<file path="src/rtl/hbp_pkg.sv">
// Shared constants, types and item structures for the table-driven bit packer.
`timescale 1ns / 1ps
`default_nettype none
package hbp_pkg;

	localparam int MAX_CODE_LEN  = 32;
	localparam int ALPHABET_SIZE = 256;

	localparam int LEN_LIMIT   = (MAX_CODE_LEN < 32) ? MAX_CODE_LEN : 32;
	localparam int TABLE_DEPTH = (ALPHABET_SIZE < 256) ? ALPHABET_SIZE : 256;
	localparam int TAB_AW      = (TABLE_DEPTH > 1) ? $clog2(TABLE_DEPTH) : 1;

	localparam int SYM_W  = 8;
	localparam int CODE_W = 32;
	localparam int LEN_W  = 6;

	// Accumulator holds up to seven leftover bits plus one full code.
	localparam int ACC_W = 7 + CODE_W;
	localparam int CNT_W = 6;

	localparam int QDEPTH  = 4;
	localparam int QPTR_W  = $clog2(QDEPTH);
	localparam int QCNT_W  = $clog2(QDEPTH + 1);
	localparam int BQDEPTH = 2;
	localparam int BQPTR_W = $clog2(BQDEPTH);
	localparam int BQCNT_W = $clog2(BQDEPTH + 1);

	typedef enum logic [1:0] {
		REQ_LOAD   = 2'd0,
		REQ_ENCODE = 2'd1,
		REQ_RAW    = 2'd2,
		REQ_FLUSH  = 2'd3
	} req_e_t;

	typedef struct packed {
		req_e_t              req_type;
		logic [SYM_W-1:0]    symbol;
		logic [CODE_W-1:0]   code_bits;
		logic [LEN_W-1:0]    code_length;
	} in_item_t;

	typedef struct packed {
		logic [7:0] out_byte;
		logic       last_of_run;
	} out_item_t;

	// Work passed from the front to the packer: bits are already masked to len.
	typedef struct packed {
		logic              flush;
		logic [CODE_W-1:0] bits;
		logic [LEN_W-1:0]  len;
	} op_t;

	function automatic logic [LEN_W-1:0] clamp_len(input logic [LEN_W-1:0] len);
		logic [LEN_W-1:0] lim;
		lim = LEN_W'(LEN_LIMIT);
		return (len > lim) ? lim : len;
	endfunction

endpackage
`default_nettype wire

</file>
<file path="src/rtl/hbp_op_queue.sv">
// Short queue of packer operations between the front end and the packer.
`timescale 1ns / 1ps
`default_nettype none
module hbp_op_queue (
	input  wire logic                       clk,
	input  wire logic                       arst_n,
	input  wire logic                       push,
	input  wire hbp_pkg::op_t               wr,
	input  wire logic                       pop,
	output hbp_pkg::op_t                    rd,
	output logic                            empty,
	output logic [hbp_pkg::QCNT_W-1:0]      level
);
	import hbp_pkg::*;

	op_t               mem_q [QDEPTH];
	logic [QPTR_W-1:0] wr_ptr_q;
	logic [QPTR_W-1:0] rd_ptr_q;
	logic [QCNT_W-1:0] cnt_q;
	logic              do_pop;

	assign empty  = (cnt_q == '0);
	assign level  = cnt_q;
	assign rd     = mem_q[rd_ptr_q];
	assign do_pop = pop && !empty;

	always_ff @(posedge clk) begin
		if (push) begin
			mem_q[wr_ptr_q] <= wr;
		end
	end

	always_ff @(posedge clk or negedge arst_n) begin
		if (!arst_n) begin
			wr_ptr_q <= '0;
			rd_ptr_q <= '0;
			cnt_q    <= '0;
		end else begin
			if (push) begin
				wr_ptr_q <= wr_ptr_q + QPTR_W'(1);
			end
			if (do_pop) begin
				rd_ptr_q <= rd_ptr_q + QPTR_W'(1);
			end
			cnt_q <= cnt_q + QCNT_W'(push) - QCNT_W'(do_pop);
		end
	end

endmodule
`default_nettype wire

</file>
<file path="config.mk">
export PLATFORM = sky130hd
export DESIGN_NAME = hbp_op_queue
export DESIGN_NICKNAME = d
export VERILOG_FILES = /design/src/rtl/hbp_pkg.sv /design/src/rtl/hbp_op_queue.sv
export SDC_FILE = /design/constraint.sdc
export NUM_CORES = 1
export LEC_CHECK = 0
export ABC_AREA = 1
export BUFFER_PORTS_ARGS = -buffer_cell sky130_fd_sc_hd__buf_2
export CORE_UTILIZATION = 52
export DETAILED_ROUTE_END_ITERATION = 16
export PLACE_DENSITY = 0.76
export SLEW_MARGIN = 5
export SYNTH_ARGS = -nofsm -noshare
export SYNTH_HDL_FRONTEND = slang
export SYNTH_SLANG_ARGS = --single-unit
</file>
<file path="constraint.sdc">
create_clock -name clk -period 2 [get_ports clk]
set_clock_uncertainty 0.05 [all_clocks]
set_input_delay 0.4 -clock clk [delete_from_list [all_inputs] [get_ports clk]]
set_output_delay 0.4 -clock clk [all_outputs]
set_load 0.05 [all_outputs]
</file>
* Word-level counts from Yosys, hierarchy flattened *
Memory sizes are Yosys's and may differ from the RTL's.
Cells that the tools add are included.

storage, ports and cells
  output and inout bits = 43
  logic and storage cells = 13
  input bits = 43
  memories kept = 1
  memory bits (writable) = 156
  flip-flop bits (word level) = 7

cells by class
  multiplexer cells = 2
  reductions and logical operators = 3
  add/subtract/negate cells = 4

memory list
  memory  depth  bits a word  read ports  clocked after memory_dff  write ports  line                RTL
  mem_q   4      39           1           0                         1            hbp_op_queue.sv:16  op_t mem_q [QDEPTH];

operators by type and width
  kind                   count
  $add A2 B1 Y2 const B  2
  $add A3 B1 Y3          1
  $logic_not A3 Y1       1
  $sub A3 B1 Y3          1
  $mux W1                2
  $logic_and A1 B1 Y1    1
  $logic_not A1 Y1       1

* Longest topological paths before layout *
  depth in word-level cells = 4
  depth in mapped cells = 12

* Worst setup path before layout *
OpenSTA, ideal clock, no wires.

  kind = reg2reg
  start = register cnt_q[1], in the netlist level[1]
  end = register cnt_q[1], in the netlist level[1]
  arrival time = 1979 ps
  stages on the path, launching flop included = 11
  slack = -142 ps
  setup time = 114 ps
  clock period less this slack = 2142 ps
  path through = dfrtp_1 nor2_1 nand2_1 nand2_1 inv_1 ha_1 inv_1 ha_1 inv_1 fa_1 inv_1

between the ends
  word-level cells in the longest chain between the ends = 4

RTL lines
  element                 line                RTL
  from (decl)             hbp_op_queue.sv:19  logic [QCNT_W-1:0] cnt_q;
  from (signal assigned)  hbp_op_queue.sv:45  cnt_q <= cnt_q + QCNT_W'(push) - QCNT_W'(do_pop);
  $logic_not A3 Y1        hbp_op_queue.sv:22  assign empty = (cnt_q == '0);
  $logic_not A1 Y1        hbp_op_queue.sv:25  assign do_pop = pop && !empty;
  $logic_and A1 B1 Y1     hbp_op_queue.sv:25
  named net do_pop        hbp_op_queue.sv:20  logic do_pop;
  $sub A3 B1 Y3           hbp_op_queue.sv:45

The timed path passes the listed nets, and every way through them passes these cells.
A chain may end at the register's enable or synchronous reset.

==> results.json <==
{
  "result_of_the_run": "complete, but fails checks",
  "violated_checks": "negative setup slack",
  "worst-endpoint-arrival_ns": 1.72,
  "worst-path-max-fanout": 12,
  "critical-path-top-delay-family": "flip-flops",
  "cts_tree": "done",
  "post_synth_instance_area_um2": 6520,
  "number_of_cells_on_the_worst_reg_to_reg_path": 10,
  "global_route_wire_length_before_repair_um": 19400,
  "cts_root_buffer": "clkbuf_16",
  "synth.yosys.seq_area_share": 0.745,
  "clock_network_latency_to_the_later_pin_of_the_worst_skew_pair_ns": 0.41,
  "seqCellArea_um2": 4870,
  "worstMarginPinSlew_ns": 0.391,
  "detailed_place_hpwl_um": 7410,
  "layout.nets": 696,
  "placement.io_buffers": 85,
  "footprint_of_the_multi_input_gates_um2": 1380,
  "layout_common_cells": "156 x edfxtp_1, 133 x nand2_1, 61 x nor2_1",
  "number_of_hold_violations_in_the_final_report": 0,
  "gp_weighted_congestion": 0.786,
  "drt.antenna.violating_nets": 0,
  "cts_htree_levels": 4,
  "crit_path_cell_trace": "inv_1 -> buf_4 -> o21ai_0 -> nand2_1 -> buf_6",
  "reg_clk_slew_reported_paths_ns": 0.06,
  "report.final.slew_viol_count": 0,
  "route.detailed.vias_per_inst": 4.95,
  "initialDrtViolationCount": 337,
  "worst_setup_path_end_kind": "primary output",
  "number_of_buffer_and_inverter_stages_on_the_critical_path": 3,
  "antennaDiodeCount": 0,
  "syn_to_final_growth_pct": 24.5,
  "floorplan.die_area_um2": 13000,
  "design.core.area_um2": 12100,
  "vias": 4096,
  "syn_avg_cell_area_um2": 11.9,
  "max_freq_mhz": 461,
  "cpMaxStageDelayCell": "dfrtp_4",
  "final.fill_count": 877,
  "cells_after_synth": 547,
  "drv_cap": 0,
  "setup.reg_to_reg.worst_slack_ns": 0.06,
  "synthesis.yosys.warnings": 0,
  "totalWireLength_um": 12500,
  "remaining_drc_errors": 0,
  "timing.hold.worst_endpoint": "mem_q[0][38]",
  "min_from": "wr[38]",
  "grt_max_degree": 51,
  "global_route.usage.total": 0.204,
  "syn-num-nets": 597,
  "grt.overflow.total": 0,
  "crit_start": "rd_ptr_q[0]",
  "design_area_um2": 8110,
  "r2r-start": "level[1]",
  "ir_drop_mv": 1.19,
  "worst_hold_path_type": "in -> reg",
  "count_of_boundary_i_o_pins": 86,
  "setup_viol": 39,
  "wp_data_required_ns": 1.55,
  "power-per-cell-area_nw_per_um2": 1790,
  "initial_core_util": 0.538,
  "min_period_over_period": 1.08,
  "worst_slew_margin_rel": 0.739,
  "layout_cell_share_with_drive_strength_beyond_1": 0.240,
  "fin_total_pwr_uw": 14500,
  "cts-buffers-inserted": 17,
  "startpoint_type_of_the_worst_setup_path": "flop",
  "stages_on_the_worst_setup_path": 5,
  "delay_of_the_slowest_critical_path_stage_ns": 0.54,
  "post_synth_num_cell_types": 19,
  "clock-sinks": 163,
  "grt_pass1_vias": 4053,
  "dieWidth_um": 114,
  "placedInstanceArea_um2": 7250,
  "final_critical_path_setup_slack_ns": -0.169,
  "die_h_um": 114,
  "finalCriticalPeriod_ns": 2.17,
  "total_leakage_power_uw": 0.00332,
  "cts-root-to-sink-buffers": 2,
  "drt-pass1-iter-count": 4,
  "synth_seq_cells": 163,
  "criticalPathCategory": "reg -> out",
  "most_common_library_cell_in_the_layout_ignoring_fill_and_taps": "edfxtp_1",
  "worstReg2RegEnd": "level[1]",
  "grt_antenna_before_repair": 0,
  "hold_path_depth": 1,
  "rsz_0062_raised_after_global_routing": "true",
  "row_count": 40,
  "routedWlPerCell_um": 15.1
}
==> repair_timing <==
item / CTS / global route
resized for setup: 66 / 53
pin swaps: 1 / 3
buffers inserted: 1 / 3
hold buffers: 1 / 0
setup endpoints to repair: 39 / 42
hold endpoints to repair: 7 / 0
==> worst max path at each step <==
| stage | end | slack, ns |
|---|---|---|
| after floorplan | level[1] | 0.001 |
| after global placement | level[1] | 0.15 |
| after detailed placement | level[1] | 0.11 |
| after CTS | rd[37] | -0.19 |
| after global routing | rd[34] | -0.24 |
| final | rd[37] | -0.17 |
==> per-stage QoR <==
stage | hold WS [ns] | utilization | std cells | worst slack (ns) | TNS (ns)
floorplan | 0.0544 | - | 547 | 0.00110 | 0
global route | 0.136 | 0.670 | 827 | -0.240 | -7.68
finish | 0.148 | 0.670 | 827 | -0.169 | -4.21
global placement | 0.192 | 0.599 | 790 | 0.149 | 0
CTS | 0.131 | 0.660 | 824 | -0.187 | -5.51
detailed placement | 0.195 | 0.599 | 790 | 0.105 | 0
==> area by class of cell <==
cell class              instances  share of cell area
multi-input cells             303               0.171
flip-flops and latches        163               0.600
well taps                     168              0.0259
inverters                      55              0.0254
clock inverters                15              0.0151
clock buffers                  17              0.0524
repair buffers                106               0.111
==> cell usage after synthesis, drive strengths merged <==
cell      n  area (um^2)
clkbuf   12         47.6
xnor2     1         8.76
ha        6         75.1
o21ai    79          395
dfrtp     7          175
buf      14         82.6
inv      55          206
edfxtp  156         4680
nor2     79          297
xor2      2         17.5
fa        1         20.0
nand3     2         10.0
nand2   133          499
==> state kept, by name (all words and copies together), names as in the netlist <==
register and flops:
wr_ptr_q 2, rd_ptr_q 2, mem_q 156, level 3
==> power breakdown <==
| part | switching [uW] | total, uW | internal (uW) |
|---|---|---|---|
| logic | 4690 | 6870 | 2180 |
| clock network | 1180 | 2980 | 1790 |
| registers | 211 | 4700 | 4490 |
==> layer usage <==
metal / track usage / wire, um / part of all wire / vias to the layer above
li1: - / - / - / 2019
met1: 0.226 / 4880 / 0.39 / 1935
met2: 0.360 / 6610 / 0.53 / 123
met3: 0.0616 / 795 / 0.064 / 19
met4: 0.0935 / 200 / 0.016 / 0
met5: 0 / 0 / 0 / -
==> logic make-up after synthesis <==
family | count (synthesis) | synth area share
xor+xnor | 3 | 0.00403
compound gates | 79 | 0.0607
simple gates | 214 | 0.124
buf+inv | 81 | 0.0516
flops | 163 | 0.745
fa+ha+maj | 7 | 0.0146
No activity file was read; power rests on OpenSTA's default activity.
