### config.mk
export PLATFORM = sky130hd
export DESIGN_NAME = hbp_pack
export DESIGN_NICKNAME = d
export VERILOG_FILES = /design/src/rtl/hbp_pkg.sv /design/src/rtl/hbp_pack.sv
export SDC_FILE = /design/constraint.sdc
export NUM_CORES = 1
export LEC_CHECK = 0
export ABC_CLOCK_PERIOD_IN_PS = 5600
export BUFFER_PORTS_ARGS = -buffer_cell sky130_fd_sc_hd__buf_2
export CAP_MARGIN = 10
export CELL_PAD_IN_SITES_DETAIL_PLACEMENT = 2
export CELL_PAD_IN_SITES_GLOBAL_PLACEMENT = 2
export CORE_ASPECT_RATIO = 0.8
export CORE_MARGIN = 2
export CORE_UTILIZATION = 33
export DETAILED_ROUTE_END_ITERATION = 10
export GPL_TIMING_DRIVEN = 1
export PLACE_DENSITY_LB_ADDON = 0.1
export SLEW_MARGIN = 30
export SYNTH_ARGS = -nofsm -noshare
export SYNTH_HDL_FRONTEND = slang
export SYNTH_SLANG_ARGS = --single-unit
### constraint.sdc
create_clock -name clk -period 5.6 [get_ports clk]
set_clock_uncertainty 0.1 [all_clocks]
set_input_delay 0.56 -clock clk [delete_from_list [all_inputs] [get_ports clk]]
set_output_delay 0.56 -clock clk [all_outputs]
set_load 0.01 [all_outputs]
### src/rtl/hbp_pkg.sv
// Shared constants, types and item structures for the table-driven bit packer.
`timescale 1ns / 1ps
`default_nettype none
package hbp_pkg;

	localparam int MAX_CODE_LEN  = 32;
	localparam int ALPHABET_SIZE = 256;

	localparam int LEN_LIMIT   = (MAX_CODE_LEN < 32) ? MAX_CODE_LEN : 32;
	localparam int TABLE_DEPTH = (ALPHABET_SIZE < 256) ? ALPHABET_SIZE : 256;
	localparam int TAB_AW      = (TABLE_DEPTH > 1) ? $clog2(TABLE_DEPTH) : 1;

	localparam int SYM_W  = 8;
	localparam int CODE_W = 32;
	localparam int LEN_W  = 6;

	// Accumulator holds up to seven leftover bits plus one full code.
	localparam int ACC_W = 7 + CODE_W;
	localparam int CNT_W = 6;

	localparam int QDEPTH  = 4;
	localparam int QPTR_W  = $clog2(QDEPTH);
	localparam int QCNT_W  = $clog2(QDEPTH + 1);
	localparam int BQDEPTH = 2;
	localparam int BQPTR_W = $clog2(BQDEPTH);
	localparam int BQCNT_W = $clog2(BQDEPTH + 1);

	typedef enum logic [1:0] {
		REQ_LOAD   = 2'd0,
		REQ_ENCODE = 2'd1,
		REQ_RAW    = 2'd2,
		REQ_FLUSH  = 2'd3
	} req_e_t;

	typedef struct packed {
		req_e_t              req_type;
		logic [SYM_W-1:0]    symbol;
		logic [CODE_W-1:0]   code_bits;
		logic [LEN_W-1:0]    code_length;
	} in_item_t;

	typedef struct packed {
		logic [7:0] out_byte;
		logic       last_of_run;
	} out_item_t;

	// Work passed from the front to the packer: bits are already masked to len.
	typedef struct packed {
		logic              flush;
		logic [CODE_W-1:0] bits;
		logic [LEN_W-1:0]  len;
	} op_t;

	function automatic logic [LEN_W-1:0] clamp_len(input logic [LEN_W-1:0] len);
		logic [LEN_W-1:0] lim;
		lim = LEN_W'(LEN_LIMIT);
		return (len > lim) ? lim : len;
	endfunction

endpackage
`default_nettype wire

### src/rtl/hbp_pack.sv
// Packer: gathers operation bits MSB first and cuts them into bytes, one byte per cycle while the byte queue has room.
`timescale 1ns / 1ps
`default_nettype none
module hbp_pack (
	input  wire logic                clk,
	input  wire logic                arst_n,
	input  wire hbp_pkg::op_t        op,
	input  wire logic                op_empty,
	output logic                     op_pop,
	input  wire logic                byte_full,
	output logic                     byte_push,
	output hbp_pkg::out_item_t       byte_item
);
	import hbp_pkg::*;

	logic [ACC_W-1:0] acc_q;
	logic [CNT_W-1:0] cnt_q;

	logic             emit;
	logic [CNT_W-1:0] cnt_left;
	logic [CNT_W-1:0] cnt_rem;
	logic             take_app;
	logic             take_fl;
	logic             fl_byte;
	logic [2:0]       pad;

	assign cnt_left = cnt_q - CNT_W'(8);
	assign emit     = (cnt_q >= CNT_W'(8)) && !byte_full;
	assign cnt_rem  = emit ? cnt_left : cnt_q;

	// An append may go in the same cycle as a byte leaves, once fewer than eight bits remain.
	assign take_app = !op_empty && !op.flush && (cnt_rem < CNT_W'(8));
	assign take_fl  = !op_empty && op.flush && (cnt_q < CNT_W'(8)) &&
	                  (cnt_q == '0 || !byte_full);
	assign fl_byte  = take_fl && (cnt_q != '0);
	assign op_pop   = take_app || take_fl;
	assign pad      = 3'(CNT_W'(8) - cnt_q);

	always_comb begin
		byte_push             = 1'b0;
		byte_item.out_byte    = 8'(acc_q >> cnt_left);
		byte_item.last_of_run = (cnt_left < CNT_W'(8));
		if (emit) begin
			byte_push = 1'b1;
		end else if (fl_byte) begin
			byte_push             = 1'b1;
			byte_item.out_byte    = acc_q[7:0] << pad;
			byte_item.last_of_run = 1'b1;
		end
	end

	always_ff @(posedge clk or negedge arst_n) begin
		if (!arst_n) begin
			acc_q <= '0;
			cnt_q <= '0;
		end else begin
			if (take_app) begin
				acc_q <= (acc_q << op.len) | ACC_W'(op.bits);
				cnt_q <= cnt_rem + CNT_W'(op.len);
			end else if (take_fl) begin
				cnt_q <= '0;
			end else begin
				cnt_q <= cnt_rem;
			end
		end
	end

endmodule
`default_nettype wire

* Yosys cells after proc, flatten, opt, wreduce, memory -nomap -nowiden
Index checks and enable logic that the tools add are counted.
** Operators by class
- Bitwise logic cells :: 1
- Reductions and logical operators :: 14
- Shift operators :: 3
- Mux-type cells :: 7
- $add $sub $neg :: 3
- Magnitude comparators :: 4
** Operators by type and width (count)
- bitwise OR 39 x 32 -> 39 bit :: 1
- << shifter 39 x 6 -> 39 bit :: 1
- >> shifter 39 x 6 -> 8 bit :: 1
- < comparator 6 x 4 -> 1 bit (second input constant) :: 3
- 2-to-1 mux 6 bit :: 3
- 2-to-1 mux 9 bit :: 2
- << shifter 8 x 3 -> 8 bit :: 1
- logical AND 1 bit :: 7
- adder 6 bit :: 1
- greater-or-equal comparator 6 x 4 -> 1 bit (second input constant) :: 1
- zero test 6 bit :: 1
- nonzero test 6 bit :: 1
- subtractor 6 x 4 -> 6 bit (second input constant) :: 1
- zero test 1 bit :: 3
- subtractor 1 x 3 -> 3 bit (first input constant) :: 1
- logical OR 1 bit :: 2
- 2-to-1 mux 1 bit :: 2
** Storage, ports and cells
- Bits of input ports :: 43
- Word-level logic and storage cells :: 34
- Register bits :: 45
- Output and inout bits :: 11

* Logic depth before layout (Yosys ltp)
- Word-level depth :: 7
- Mapped depth :: 11
- Gate-level depth less buffers :: 10

* Worst setup path before layout
Ideal clock, no wire load.
- Kind :: register to output
- Start point :: register cnt_q[0]
- End point :: output byte_item[6] (netlist name)
- Arrival :: 2.731 ns
- Cell stages (with the launch flop) :: 12
- Slack :: 2.209 ns
- Required time :: 4.940 ns
- Cell sequence :: dfrtp_1 -> buf_2 -> buf_4 -> buf_2 -> buf_2 -> inv_1 -> ha_1 -> xnor2_1 -> mux4_2 -> nor2b_1 -> a311oi_1 -> o21ai_0
** RTL lines
- start, declared :: RTL line hbp_pack.sv:17 : logic [CNT_W-1:0] cnt_q;
- start signal, assigned :: RTL line hbp_pack.sv:59 : cnt_q <= cnt_rem + CNT_W'(op.len);
- start signal, assigned :: RTL line hbp_pack.sv:63 : cnt_q <= cnt_rem;
- end, declared :: RTL line hbp_pack.sv:12 : output hbp_pkg::out_item_t byte_item

==> impl_metrics.yaml <==
outcome:
  status: "complete, no violations"
cells_and_area:
  multi_input_area_mm2: 0.00537
  layout_commonest_cell: "mux4_2"
  final_area_mm2: 0.00746
  fillCellCount: 2288
  finalNonFillerCells: 982
  area_growth_syn_to_layout_pct: 6.96
  nNetsFinal: 765
  regArea_mm2: 0.00113
  final_cell_mix: "mux4_2 (89), nand2_1 (81), mux2i_1 (61)"
  drive_above_1_share: 0.276
  utilization: 0.360
  num_antenna_cells: 0
setup_path:
  cp-start-kind: "flip-flop"
  cpPeakStageDelay_ns: 0.67
  end_kind: "output port"
  arrival_ns: 3.19
  crit_chain: "inv_1, ha_1, xor2_1, nor2b_1, nand2_1, o221ai_1, buf_2"
  cp_max_fo: 15
  critical_path.slowest_cell: "dfrtp_1"
  cp.required_ns: 4.94
  crit_type: "reg -> out"
synthesis:
  synth-seq-cells: 45
  seq_area_frac_synth: 0.161
  synth.avg_cell_area_um2: 9.53
  yosys-top-cells-area: "mux4_2 (29%), dfrtp_1 (16%), mux2i_1 (8.8%)"
  synth_edf_count: 0
  synthAdderAreaFrac: 0.0190
  syn_nets: 785
  netlist_area_mm2: 0.00697
  synthSimpleGateAreaFrac: 0.144
  yosysTopAreaCell: "mux4_2"
  synth-xor-area-share: 0.0100
  netlist.area_leader.share: 0.287
  synth_cells: 732
  synth-main-ff-cell: "dfrtp_1"
  synth_top_family_by_area: "multiplexers"
  async_flop_share: 1.00
  synthMuxAreaShare: 0.431
  yosys_warnings: 0
  synth_cell_types: 71
  synth-compound-area-share: 0.163
global_route:
  grt_usage: 0.289
  antenna_found_initial: 0
  grt-ovfl-total: 0
  grt_start_max_net_pins: 60
  grt_pass1_vias: 7096
  grt_pass1_wl_mm: 48.7
clocking:
  clkSinkCount: 45
  htreeDepth: 2
  tritoncts: "done"
  cts-resized-gates: 0
  insertion_delay_ns: 0.31
  post_cts_buffers: 0
  clockBufferDepth: 2
  cts_buffers: 5
  cts_root_buffer: "clkbuf_16"
  hold_buffers: 0
  clk_pin_slew_worst_paths_ns: 0.09
timing:
  rsz0062_at_grt: "no"
  tightest_slew_ns: 0.986
  setup-violations-final: 0
  maxSlewViolCount: 0
  fin_crit_sh: 0.688
  fmax_mhz: 260
  fin_setup_tns_ns: 0
  hold_viol: 0
  min_period_ns: 3.85
  slew_headroom: 0.340
  layout_setup_ws_ns: 1.75
  holdWs_ns: 0.266
routing:
  vias: 6854
  drc: 0
  ant_nets: 0
  viasPerCell: 6.98
  drt_pre_antenna_iters: 5
  wl_per_cell_um: 32.6
  routed_wl_mm: 32.1
  drt-initial-drc-count: 749
floorplanning:
  rows: 47
  core_mm2: 0.0207
  die_area_mm2: 0.0223
  initial_core_util: 0.337
  die_w_um: 167
  ios: 54
  die_h_um: 134
placement:
  dpl-instance-area_mm2: 0.00724
  port_buffers: 53
  pre_cts_ws_ns: 2.01
  dp_hpwl_mm: 22.5
  place_congestion: 0.867
  dp_cells: 972
pwr:
  power_density_mw_per_mm2: 620
  p_total_mw: 4.63
  leakagePower_nw: 2.89
  peakVddDrop_v: 0.000215
job:
  drv_cap: 0
worst_hold_path:
  hp-class: "in -> async"
[area by class of cell]
cell class | count | share of cell area
tap | 269 | 0.0451
clock inverter | 2 | 0.00520
timing repair buffer | 68 | 0.0554
multi-input combinational | 579 | 0.719
clock buffer | 6 | 0.0173
inverter | 13 | 0.00654
sequential | 45 | 0.151
[registers in the layout (all words and copies together) (netlist names)]
signal and cells:
acc_q 39, cnt_q 6
[final timing paths]
check | endpoint | depth (start not counted) | start | slack [ns]
setup / recovery | byte_item[7] | 7 | cnt_q[3] | 1.75
hold / removal | acc_q[9] | 2 | arst_n | 0.27
setup reg to reg | acc_q[38] | 6 | cnt_q[3] | 2.04
hold reg to reg | cnt_q[5] | 2 | cnt_q[5] | 0.58
max in group asynchronous | cnt_q[0] | 2 | arst_n | 4.65
min in group clk | acc_q[0] | 3 | op[6] | 0.38
[synth_stat cells (3+ instances only)]
cell type,number
a2111oi_0,4
a211o_1,3
a21o_1,3
a21oi_1,32
a221oi_1,7
a22oi_1,5
a311oi_1,4
a31oi_1,25
a32oi_1,3
and2_1,5
buf_1,7
buf_2,28
buf_4,8
clkbuf_1,50
dfrtp_1,45
ha_1,9
inv_1,10
mux2_2,23
mux2i_1,61
mux4_1,5
mux4_2,89
nand2_1,81
nand2b_1,9
nand3_1,25
nand4_1,4
nor2_1,43
nor2b_1,14
nor3_1,13
nor4_1,3
o211a_1,3
o211ai_1,4
o21ai_0,38
o221ai_1,3
o22ai_1,10
o32ai_1,3
or2_2,4
xnor2_1,4
xor2_1,4
[worst max-delay path, delay by kind of cell, from the launching register on]
family,cells,cell delay (ns)
and+or+nand+nor,2,0.65
AOI/OAI and AO/OA,1,0.23
adders and majority gates,1,0.30
buffers and inverters,2,0.47
xor gates and xnor gates,1,0.55
DFF,1,0.67
[routing by layer]
metal,track usage,wire length [um]
met5,0,0
met4,0.0551,412
met3,0.0404,2660
met2,0.418,13800
met1,0.458,15200
[power by group]
group          leakage [nW]  switching [mW]  internal (mW)
registers             0.543           0.702          0.466
clock network        0.0810           0.166          0.213
logic                  2.27            1.63           1.45
total                  2.89            2.49           2.13
[logic make-up after synthesis]
| group | after synthesis |
|---|---|
| adder cells (fa/ha/maj) | 10 |
| multiplexers | 178 |
| XOR/XNOR | 8 |
| AND/OR/NAND/NOR | 214 |
| AO/OA/AOI/OAI | 169 |
| flip-flops | 45 |
| buffers and inverters | 108 |
Power figures use the tool's default switching activity.
