<file path="config.mk">
export PLATFORM = sky130hd
export DESIGN_NAME = hbp_byte_queue
export DESIGN_NICKNAME = d
export VERILOG_FILES = /design/src/rtl/hbp_pkg.sv /design/src/rtl/hbp_byte_queue.sv
export SDC_FILE = /design/constraint.sdc
export NUM_CORES = 1
export LEC_CHECK = 0
export BUFFER_PORTS_ARGS = -buffer_cell sky130_fd_sc_hd__buf_2
export CORE_MARGIN = 2
export CORE_UTILIZATION = 44
export CTS_BUF_LIST = sky130_fd_sc_hd__clkbuf_8
export DETAILED_ROUTE_END_ITERATION = 8
export HOLD_SLACK_MARGIN = 0.03
export PLACE_DENSITY = 0.75
export REMOVE_ABC_BUFFERS = 1
export SETUP_SLACK_MARGIN = 0.15
export SLEW_MARGIN = 15
export SYNTH_ARGS = -nofsm -noshare
export SYNTH_HDL_FRONTEND = slang
export SYNTH_SLANG_ARGS = --single-unit
</file>
<file path="constraint.sdc">
create_clock -name clk -period 4.3 [get_ports clk]
set_clock_uncertainty 0.05 [all_clocks]
set_input_delay 0.43 -clock clk [delete_from_list [all_inputs] [get_ports clk]]
set_output_delay 0.43 -clock clk [all_outputs]
set_load 0.05 [all_outputs]
</file>
<file path="src/rtl/hbp_pkg.sv">
// Shared constants, types and item structures for the table-driven bit packer.
`timescale 1ns / 1ps
`default_nettype none
package hbp_pkg;

	localparam int MAX_CODE_LEN  = 32;
	localparam int ALPHABET_SIZE = 256;

	localparam int LEN_LIMIT   = (MAX_CODE_LEN < 32) ? MAX_CODE_LEN : 32;
	localparam int TABLE_DEPTH = (ALPHABET_SIZE < 256) ? ALPHABET_SIZE : 256;
	localparam int TAB_AW      = (TABLE_DEPTH > 1) ? $clog2(TABLE_DEPTH) : 1;

	localparam int SYM_W  = 8;
	localparam int CODE_W = 32;
	localparam int LEN_W  = 6;

	// Accumulator holds up to seven leftover bits plus one full code.
	localparam int ACC_W = 7 + CODE_W;
	localparam int CNT_W = 6;

	localparam int QDEPTH  = 4;
	localparam int QPTR_W  = $clog2(QDEPTH);
	localparam int QCNT_W  = $clog2(QDEPTH + 1);
	localparam int BQDEPTH = 2;
	localparam int BQPTR_W = $clog2(BQDEPTH);
	localparam int BQCNT_W = $clog2(BQDEPTH + 1);

	typedef enum logic [1:0] {
		REQ_LOAD   = 2'd0,
		REQ_ENCODE = 2'd1,
		REQ_RAW    = 2'd2,
		REQ_FLUSH  = 2'd3
	} req_e_t;

	typedef struct packed {
		req_e_t              req_type;
		logic [SYM_W-1:0]    symbol;
		logic [CODE_W-1:0]   code_bits;
		logic [LEN_W-1:0]    code_length;
	} in_item_t;

	typedef struct packed {
		logic [7:0] out_byte;
		logic       last_of_run;
	} out_item_t;

	// Work passed from the front to the packer: bits are already masked to len.
	typedef struct packed {
		logic              flush;
		logic [CODE_W-1:0] bits;
		logic [LEN_W-1:0]  len;
	} op_t;

	function automatic logic [LEN_W-1:0] clamp_len(input logic [LEN_W-1:0] len);
		logic [LEN_W-1:0] lim;
		lim = LEN_W'(LEN_LIMIT);
		return (len > lim) ? lim : len;
	endfunction

endpackage
`default_nettype wire

</file>
<file path="src/rtl/hbp_byte_queue.sv">
// Output queue of packed bytes; decouples the packer from the result consumer.
`timescale 1ns / 1ps
`default_nettype none
module hbp_byte_queue (
	input  wire logic                 clk,
	input  wire logic                 arst_n,
	input  wire logic                 push,
	input  wire hbp_pkg::out_item_t   wr,
	output logic                      full,
	input  wire logic                 pop,
	output hbp_pkg::out_item_t        rd,
	output logic                      empty
);
	import hbp_pkg::*;

	out_item_t          mem_q [BQDEPTH];
	logic [BQPTR_W-1:0] wr_ptr_q;
	logic [BQPTR_W-1:0] rd_ptr_q;
	logic [BQCNT_W-1:0] cnt_q;
	logic               do_pop;

	assign empty  = (cnt_q == '0);
	assign full   = (cnt_q == BQCNT_W'(BQDEPTH));
	assign rd     = mem_q[rd_ptr_q];
	assign do_pop = pop && !empty;

	always_ff @(posedge clk) begin
		if (push) begin
			mem_q[wr_ptr_q] <= wr;
		end
	end

	always_ff @(posedge clk or negedge arst_n) begin
		if (!arst_n) begin
			wr_ptr_q <= '0;
			rd_ptr_q <= '0;
			cnt_q    <= '0;
		end else begin
			if (push) begin
				wr_ptr_q <= wr_ptr_q + BQPTR_W'(1);
			end
			if (do_pop) begin
				rd_ptr_q <= rd_ptr_q + BQPTR_W'(1);
			end
			cnt_q <= cnt_q + BQCNT_W'(push) - BQCNT_W'(do_pop);
		end
	end

endmodule
`default_nettype wire

</file>
Word-level counts from Yosys, hierarchy flattened --
Memory sizes are Yosys's and may differ from the RTL's. Cells that the tools add are included. Widths: inputs -> output; s select.
Operators by class: $add $sub $neg 4, eq/ne operators 1, multiplexer cells 2, reductions and logical operators 3
Operators with widths (number):
- $add 1x1->1 const B | 2
- $add 2x1->2 | 1
- $eq 2x2->1 const B | 1
- $logic_not 2->1 | 1
- $mux 1 | 2
- $sub 2x1->2 | 1
- $logic_and 1x1->1 | 1
- $logic_not 1->1 | 1
Word-level totals: bits in registers 4, bits in writable memories 18, bits of input ports 13, output and inout port bits 11, word-level logic and storage cells 14, memories kept 1
Memory list:
- mem_q | depth 2, width 9, read ports 1, clocked after memory_dff 0, wr ports 1, RTL line hbp_byte_queue.sv:16 | out_item_t mem_q [BQDEPTH];

Longest topological paths before layout --
Gate-level depths: netlist of run 1.
word-level depth 4, gate-level depth with buffers 6, depth with buffers taken out 6

Worst setup path before layout of run 1 --
Ideal clock, no wire load.
kind register to output, from register cnt_q[1], to output full, arrival time 1098 ps, required time 3820 ps, setup slack 2722 ps, cell stages (with the launch flop) 2, buffers on the path 0, path through dfrtp_1 > nor2b_1
Between the ends: longest elaborated chain between the ends 1
RTL lines:
- from (decl) | RTL line hbp_byte_queue.sv:19 | logic [BQCNT_W-1:0] cnt_q;
- from (signal assigned) | RTL line hbp_byte_queue.sv:45 | cnt_q <= cnt_q + BQCNT_W'(push) - BQCNT_W'(do_pop);
- $eq 2x2->1 | RTL line hbp_byte_queue.sv:23 | assign full = (cnt_q == BQCNT_W'(BQDEPTH));
- to (decl) | RTL line hbp_byte_queue.sv:9 | output logic full,
Every way passes these cells.

==> flow_summary.ini, run 1 <==
[sta]
max_slew.worst_pin.slew_ns = 0.8187
slew_headroom_pct = 45.31
fin_crit_sh_pct = 46.37
min_period_ns = 1.994
report.final.slew_viol_count = 0
setup_tns_ns = 0
fmaxAchievable_ghz = 0.5015
setup-violations-final = 0
final_hold_viol_count = 0
rsz_0062_raised_after_global_routing = false

[setup_path]
worstSetupPathType = reg -> out
critical_path.startpoint_type = flip-flop
cp-end-kind = output pin
worst_path_dominant_cell_family = flip-flops
critical_path.cell_chain = mux2_4 > buf_2
worst-path-max-fanout = 10
critical_path_buf_inv_count = 1
timing.critical_path.slowest_stage_cell = dfrtp_1
critical_path.max_stage_delay_ns = 0.70
required_ns = 3.82
worst_ep_arrival_time_ns = 1.51

[final_layout]
antenna_diode_count = 0
fillers = 173
final_nets = 88
post_route_cells_drive_above_1_share_pct = 51.39
area_delta_synth_final_pct = 22.88
final-instance-count-excl-fill = 99

[place]
dpl.cell_count = 94
dp.final_hpwl_um = 951.1
gp_congestion = 0.6387
buffer_ports.inserted = 23

[route]
drtIter0Drc = 1
antenna_violating_nets_post_route = 0
detail_route.first_pass.iterations = 2
vias = 447
post-route-drc-count = 0
wire_per_inst_um = 12.59
routed_wirelength_mm = 1.246
post_drt_via_cell_ratio = 4.515

[clocking]
cts.root.buffer_cell = clkbuf_8
cts_buffers = 3
tritoncts = yes
clk_pin_slew_ns = 0.07
htreeDepth = 1
cts_post_setup_buffers_inserted = 0
clock_sinks = 22
clk-insertion-delay-late_ns = 0.25
cts.repair.resized = 0
cts_max_path_buffers = 2

[synth]
yosys.area_share.simple_pct = 2.542
synth_top_family_by_area = multiplexers
synth_top_area_share_pct = 61.02
synth_xor_xnor_area_share_pct = 3.955
synth.ff_latch_count = 22
yosys.cell_types.count = 12
synth_compound_gate_area_share_pct = 0.9887
avgSynthCellArea_sq_um = 19.69
cell_type_with_the_largest_total_area_after_synthesis = edfxtp_1
synth_warnings = 0
syn-instance-count = 45
synth.yosys.seq_area_share_pct = 72.32
synthesis.area_sq_um = 885.9
muxShareOfSynthArea_pct = 15.25
yosys-top-cells-area = edfxtp_1 61%, mux2_4 15%, dfrtp_1 11%
synthAdderAreaFrac_pct = 2.825

[floorplan]
core_region_area_sq_um = 1922
die_height_um = 48.87
die_area_sq_um = 2388
die_width_um = 48.87
number_of_cell_rows = 16
design.portCount = 24
floorplan.initialDensity_pct = 46.09

[status]
status = complete, no violations

[grt]
number_of_global_route_vias_before_repair = 493
grt_max_degree = 13
wire_length_of_the_first_global_routing_pass_mm = 2.118
gr-usage-all-layers_pct = 12.33
grt_antenna_before_repair = 0
grt_overflow = 0

[power_and_ir_drop]
power.static_leakage_nw = 0.4653
power_density_nw_per_um2 = 769.1
ir_drop_mv = 0.3266

[hold_path]
hp_class = in -> reg

[run]
max_cap_violations = 0
## Yosys cell counts, drive strengths merged
library cell and n:
and2 1, buf 1, dfrtp 4, edfxtp 18, ha 2, inv 2, mux2 9, nor2 1
nor2b 2, o21a 1, xnor2 2, xor2 2
## logic make-up (layout without fill, tap and decap cells)
| kind of cell | count (synthesis) | count (layout) |
|---|---|---|
| adders and majority gates | 2 | 2 |
| AOI/OAI and AO/OA | 1 | 1 |
| xor gates and xnor gates | 4 | 4 |
| buffers and inverters | 3 | 30 |
| and+or+nand+nor | 4 | 4 |
| DFF | 22 | 22 |
| muxes | 9 | 9 |
## layer usage
layer	wire [um]	share of wire, %	track usage, %	vias to the layer above
met3	41	3.3	1.840	2
met2	704	57	23.52	13
met1	480	39	12.60	211
met5	0	0	0	-
met4	19	1.5	7.143	0
li1	-	-	-	221
## final timing paths
kind	endpoint	startpoint	cells after the start	slack, ns
max in group asynchronous	rd_ptr_q	arst_n	2	3.63
min in group asynchronous	cnt_q[1]	arst_n	2	0.45
hold / removal	mem_q[1][8]	wr[8]	1	0.31
setup reg to reg	cnt_q[1]	cnt_q[1]	6	2.67
hold reg to reg	wr_ptr_q	wr_ptr_q	1	0.43
setup / recovery	rd[6]	rd_ptr_q	2	2.31
## layout by cell type, fill, tap and decap left out
cell type,instances
dlygate4sd3_1,1
o21a_2,1
and2_1,1
edfxtp_1,18
xnor2_1,2
buf_2,23
nor2_1,1
xor2_1,2
nor2b_1,2
ha_1,2
inv_1,2
clkbuf_8,4
dfrtp_1,4
mux2_4,9
## flip-flops by register name, summed over array words and instances, names as in the netlist
| signal | count |
|---|---|
| cnt_q | 2 |
| mem_q | 18 |
| rd_ptr_q | 1 |
| wr_ptr_q | 1 |
## final cells by class
| type | instances | area, sq um | share of cell area, % |
|---|---|---|---|
| multi-input cells | 20 | 226.5 | 20.80 |
| well taps | 27 | 33.78 | 3.103 |
| clock buffers | 4 | 55.05 | 5.057 |
| repair buffers | 24 | 125.1 | 11.49 |
| inverters | 2 | 7.507 | 0.6897 |
| flip-flops and latches | 22 | 640.6 | 58.85 |
## power by group
| group | leakage (nW) | switching [mW] | internal, mW |
|---|---|---|---|
| Clock | 0.0288 | 0.0605 | 0.0814 |
| Sequential | 0.216 | 0.0460 | 0.290 |
| Combinational | 0.221 | 0.230 | 0.129 |
## timing repair
item,in CTS,in global routing
setup endpoints to repair,0,0
hold buffers,1,0
endpoints found under the hold margin,4,0
## per-stage QoR
step	total power, mW	hold WS [ns]	setup WS, ns	utilization, %	area (sq um)
after floorplan	0.6331	0.08441	2.722	-	874.6
after global placement	0.6919	0.1915	2.586	53.26	1023
after detailed placement	0.7078	0.1924	2.566	53.26	1023
after CTS	0.8490	0.3075	2.282	56.64	1089
after global routing	0.8857	0.2998	2.237	56.64	1089
final	0.8372	0.3120	2.306	56.64	1089
Note: power is estimated with default switching activity, not from simulation.
==> run 2: changes to the inputs <==
--- a/config.mk
+++ b/config.mk
@@ -11,7 +11,7 @@
 export CTS_BUF_LIST = sky130_fd_sc_hd__clkbuf_8
 export DETAILED_ROUTE_END_ITERATION = 8
 export HOLD_SLACK_MARGIN = 0.03
-export PLACE_DENSITY = 0.75
+export PLACE_DENSITY = 0.77
 export REMOVE_ABC_BUFFERS = 1
 export SETUP_SLACK_MARGIN = 0.15
 export SLEW_MARGIN = 15
==> constraint.sdc (replaced) <==
create_clock -name clk -period 1.8 [get_ports clk]
set_clock_uncertainty 0.05 [all_clocks]
set_input_delay 0.18 -clock clk [delete_from_list [all_inputs] [get_ports clk]]
set_output_delay 0.18 -clock clk [all_outputs]
set_load 0.05 [all_outputs]
==> run 2 against run 1 <==
Net effect: design area up 1.7%; combinational power rose to 2.6 times the previous value; clock power grew 140%; die area unchanged; first-iteration DRC count grew to 4.0 times the previous value; largest power group unchanged; power is 140% higher; core utilization increased by 0.98 points.
==> flow_summary.ini, run 2 (same netlist as run 1, synthesis figures left out) <==
[status]
status = complete, no violations

[clocking]
clk_pin_slew_ns = 0.07
cts_buffers = 3
cts_max_path_buffers = 2
htreeDepth = 1
clk-insertion-delay-late_ns = 0.25
clock_sinks = 22
tritoncts = yes
cts.root.buffer_cell = clkbuf_8
cts_post_setup_buffers_inserted = 0

[setup_path]
cp-end-kind = output pin
critical_path.max_stage_delay_ns = 0.39
reg2reg_from = cnt_q[1]
timing.critical_path.slowest_stage_cell = dfrtp_1
worst-path-max-fanout = 9
worst_r2r_endpoint = cnt_q[1]
worstRegToRegCells = 6
critical_path.startpoint_type = flip-flop
setup.worst_path.start = rd_ptr_q
worstSetupPathType = reg -> out
worst_path_dominant_cell_family = buffers and inverters
critical_path_buf_inv_count = 2
worst-path-stages = 3
reg2reg_setup_slack_ns = 0.23
worst_ep_arrival_time_ns = 1.36
cp-endpoint = rd[2]
critical_path.cell_chain = buf_6 > mux2_4 > buf_2
required_ns = 1.57

[route]
routed_wirelength_mm = 1.194
vias = 460
wire_per_inst_um = 11.82
post-route-drc-count = 0
antenna_violating_nets_post_route = 0
post_drt_via_cell_ratio = 4.554
detail_route.first_pass.iterations = 2
drtIter0Drc = 4

[power_and_ir_drop]
post-layout-total-power_mw = 2.033
power_density_nw_per_um2 = 1836
power.static_leakage_nw = 0.4765
ir_drop_mv = 1.367

[run]
max_cap_violations = 0

[final_layout]
mostFrequentLayoutCells = 23 x buf_2, 18 x edfxtp_1, 9 x mux2_4
final_nets = 90
largest-register = mem_q
antenna_diode_count = 0
biggestRegsByFlops = mem_q x18, cnt_q x2
area_delta_synth_final_pct = 25.00
largest_register_ffs = 18
final_common_cell = buf_2
final_design_area_no_fill_sq_um = 1107
post_route_cells_drive_above_1_share_pct = 52.70

[sta]
report.final.slew_viol_count = 0
rsz_0062_raised_after_global_routing = false
final_hold_viol_count = 0
setup-violations-final = 0
fin_crit_sh_pct = 88.08
slew_headroom_pct = 73.06
hold_ws_ns = 0.05997
fmaxAchievable_ghz = 0.6307
max_slew.worst_pin.slew_ns = 0.4041
min_period_ns = 1.585
setup_tns_ns = 0

[grt]
gr-usage-all-layers_pct = 11.06
wire_length_of_the_first_global_routing_pass_mm = 1.925
grt_overflow = 0
number_of_global_route_vias_before_repair = 455
grt_max_degree = 13
grt_antenna_before_repair = 0

[floorplan]
die_width_um = 48.87
design.portCount = 24
number_of_cell_rows = 16
die_area_sq_um = 2388
floorplan.initialDensity_pct = 46.09
core_region_area_sq_um = 1922
die_height_um = 48.87

[hold_path]
hp_class = in -> reg

[place]
post_dp_cell_area_sq_um = 1039
gp_congestion = 0.6147
dp.final_hpwl_um = 874.4
buffer_ports.inserted = 23
-- run 2: cell types whose count changed in the layout (fill, tap and decap cells not counted) --
cell,delta
buf_6,+1
buf_4,+1
-- run 2: routing by layer --
metal	part of all wire (%)	GRT usage, %	vias up
met5	0	0	-
met4	1.4	5.714	0
met3	6.5	3.681	2
met2	50	19.41	18
met1	42	11.75	221
li1	-	-	219
-- run 2: worst min path at each step --
stage	start	endpoint	cells after the start
after floorplan	arst_n	cnt_q[0]	0
after detailed placement	arst_n	wr_ptr_q	1
after global routing	wr[5]	mem_q[1][5]	1
final	wr[5]	mem_q[1][5]	1
after global placement	arst_n	cnt_q[0]	1
after CTS	wr[5]	mem_q[1][5]	1
-- run 2: report_power, final --
group	internal, mW	switching (mW)	total, mW
Clock	0.194	0.144	0.338
Combinational	0.334	0.607	0.941
Sequential	0.694	0.0607	0.754
-- run 2: metrics by stage --
stage	worst slack (ns)	instances	utilization, %
floorplan	0.3073	44	-
global placement	0.2908	96	54.04
detailed placement	0.2380	96	54.04
CTS	0.1737	101	57.42
global route	0.1696	101	57.62
finish	0.2145	101	57.62
-- run 2: area by class of cell --
cell class                 instances  area, sq um
clock buffer                       4        55.05
fill                             164        814.5
inverter                           2        7.507
multi-input combinational         20        226.5
sequential                        22        640.6
tap                               27        33.78
timing repair buffer              26        143.9
-- run 2: repair_timing --
item	in CTS	in global routing
hold endpoints to repair	4	0
endpoints found under the setup margin	0	9
resized for setup	0	1
hold buffers	1	0
==> run 3: changes to the inputs <==
--- a/config.mk
+++ b/config.mk
@@ -5,12 +5,13 @@
 export SDC_FILE = /design/constraint.sdc
 export NUM_CORES = 1
 export LEC_CHECK = 0
+export ABC_AREA = 1
+export ABC_CLOCK_PERIOD_IN_PS = 1800
 export BUFFER_PORTS_ARGS = -buffer_cell sky130_fd_sc_hd__buf_2
 export CORE_MARGIN = 2
 export CORE_UTILIZATION = 44
 export CTS_BUF_LIST = sky130_fd_sc_hd__clkbuf_8
 export DETAILED_ROUTE_END_ITERATION = 8
-export HOLD_SLACK_MARGIN = 0.03
 export PLACE_DENSITY = 0.77
 export REMOVE_ABC_BUFFERS = 1
 export SETUP_SLACK_MARGIN = 0.15
==> run 3 against run 2 <==
Net effect: cell count grew 31%; synthesized cell count grew 71%; non-clock buffer count down 1; global-route usage grew 2.1 points; via count rose by 29%; clock power down 12%; design area decreased by 1.4%; critical path type unchanged; critical endpoint is now rd[3]; largest cell class unchanged.
==> flow_summary.ini, run 3 <==
[floorplan]
number_of_cell_rows = 16
floorplan.initialDensity_pct = 45.81
core_region_area_sq_um = 1942
design.portCount = 24
die_width_um = 48.97
die_height_um = 48.97
die_area_sq_um = 2398

[synth]
synthesis.area_sq_um = 889.6
postSynth.asyncResetShare_pct = 18.18
yosysMostFrequentCell = nand2_1
ys.flop_type = edfxtp_1
cell_type_with_the_largest_total_area_after_synthesis = edfxtp_1
yosys-top-cells-area = edfxtp_1 61%, nand2_1 15%, dfrtp_1 11%
avgSynthCellArea_sq_um = 11.55
synth_top_area_share_pct = 60.76
synth.ff_latch_count = 22
synth.yosys.seq_area_share_pct = 72.01
yosys.cell_types.count = 12
synth_top_cells_by_count = 35 x nand2_1, 18 x edfxtp_1, 7 x inv_1
syn-instance-count = 77
synth_enable_flop_cells = 18
synth_warnings = 0

[clocking]
tritoncts = yes
htreeDepth = 1
clk_pin_slew_ns = 0.07
cts.root.buffer_cell = clkbuf_8
clock_sinks = 22
cts_max_path_buffers = 2
cts_buffers = 3
cts_post_setup_buffers_inserted = 0
clk-insertion-delay-late_ns = 0.26

[sta]
setup_tns_ns = 0
final_hold_viol_count = 0
rsz_0062_raised_after_global_routing = false
slew_headroom_pct = 73.19
setup-violations-final = 0
max_slew.worst_pin.slew_ns = 0.4021
report.final.slew_viol_count = 0
min_period_ns = 1.584
hold_ws_ns = 0.05279
fmaxAchievable_ghz = 0.6315
fin_crit_sh_pct = 87.98

[final_layout]
final_nets = 121
post_route_cells_drive_above_1_share_pct = 30.48
final-instance-count-excl-fill = 132
largest-register = mem_q
final_common_cell = nand2_1
mostFrequentLayoutCells = 35 x nand2_1, 23 x buf_2, 18 x edfxtp_1
area_delta_synth_final_pct = 22.79
largest_register_ffs = 18
antenna_diode_count = 0
final_design_area_no_fill_sq_um = 1092
final_util_pct = 56.25
biggestRegsByFlops = mem_q x18, cnt_q x2

[grt]
number_of_global_route_vias_before_repair = 528
grt_antenna_before_repair = 0
gr-usage-all-layers_pct = 13.18
grt_max_degree = 13
grt_overflow = 0
wire_length_of_the_first_global_routing_pass_mm = 2.235

[setup_path]
required_ns = 1.57
critical_path.startpoint_type = flip-flop
worst_ep_arrival_time_ns = 1.35
cp-end-kind = output pin
worstSetupPathType = reg -> out
worst-path-max-fanout = 11

[power_and_ir_drop]
ir_drop_mv = 0.8716
power_density_nw_per_um2 = 1870
power.static_leakage_nw = 0.5333

[route]
antenna_violating_nets_post_route = 0
post-route-drc-count = 0
detail_route.first_pass.iterations = 3
wire_per_inst_um = 10.54
post_drt_via_cell_ratio = 4.485
routed_wirelength_mm = 1.391
vias = 592
drtIter0Drc = 9

[place]
buffer_ports.inserted = 23
dp.final_hpwl_mm = 1.037
post_dp_cell_area_sq_um = 1035
dpl.cell_count = 127

[hold_path]
hp_class = in -> reg

[run]
max_cap_violations = 0

[status]
status = complete, no violations
run 3: timing repair:
action	in CTS	in global routing
resized for setup	0	1
endpoints found under the hold margin	4	0
setup endpoints to repair	0	9
hold buffers	1	0
run 3: cell families after synthesis:
group / count (synthesis) / synth area share (%)
XOR/XNOR: 1 / 0.9847
adder cells (fa/ha/maj): 2 / 2.812
buffers and inverters: 11 / 5.486
flip-flops: 22 / 72.01
AND/OR/NAND/NOR: 41 / 18.71
run 3: per-stage QoR:
| step | setup WS [ns] | power [mW] |
|---|---|---|
| 4_1_cts | 0.1562 | 2.059 |
| 2_1_floorplan | 0.4809 | 1.513 |
| 3_3_place_gp | 0.4629 | 1.714 |
| 5_1_grt | 0.1516 | 2.169 |
| 3_5_place_dp | 0.3728 | 1.762 |
| 6_report | 0.2164 | 2.042 |
run 3: power by group:
part | total, mW | internal, mW | switching [mW]
Clock | 0.297 | 0.152 | 0.145
Combinational | 0.969 | 0.226 | 0.743
Sequential | 0.776 | 0.691 | 0.0854
Total | 2.04 | 1.07 | 0.973
run 3: final timing paths:
path,from,to,slack [ns],cells after the start
min reg2reg,wr_ptr_q,wr_ptr_q,0.46,1
min in group asynchronous,arst_n,cnt_q[0],0.20,2
max reg2reg,cnt_q[0],cnt_q[1],0.36,9
min,wr[0],mem_q[1][0],0.05,1
max in group asynchronous,arst_n,wr_ptr_q,1.38,2
max,rd_ptr_q,rd[3],0.22,4
run 3: area by class of cell:
class,count,area [sq um]
Fill cell,170,849.6
Sequential cell,22,640.6
Tap cell,27,33.78
Inverter,10,40.04
Multi-Input combinational cell,44,200.2
Timing Repair Buffer,25,132.6
Clock buffer,3,41.29
Clock inverter,1,3.754
run 3: worst max-delay path: stages, from the launching register on:
cell and delay, ns:
dfrtp_1 0.53, inv_4 0.18, nand2_1 0.06, nand2_1 0.07, buf_2 0.26
run 3: routing by layer:
metal	vias up	track usage, %	part of all wire (%)
li1	300	-	-
met1	269	15.03	41
met5	-	0	0
met3	5	3.681	5.2
met2	18	21.00	51
met4	0	10.00	3.3
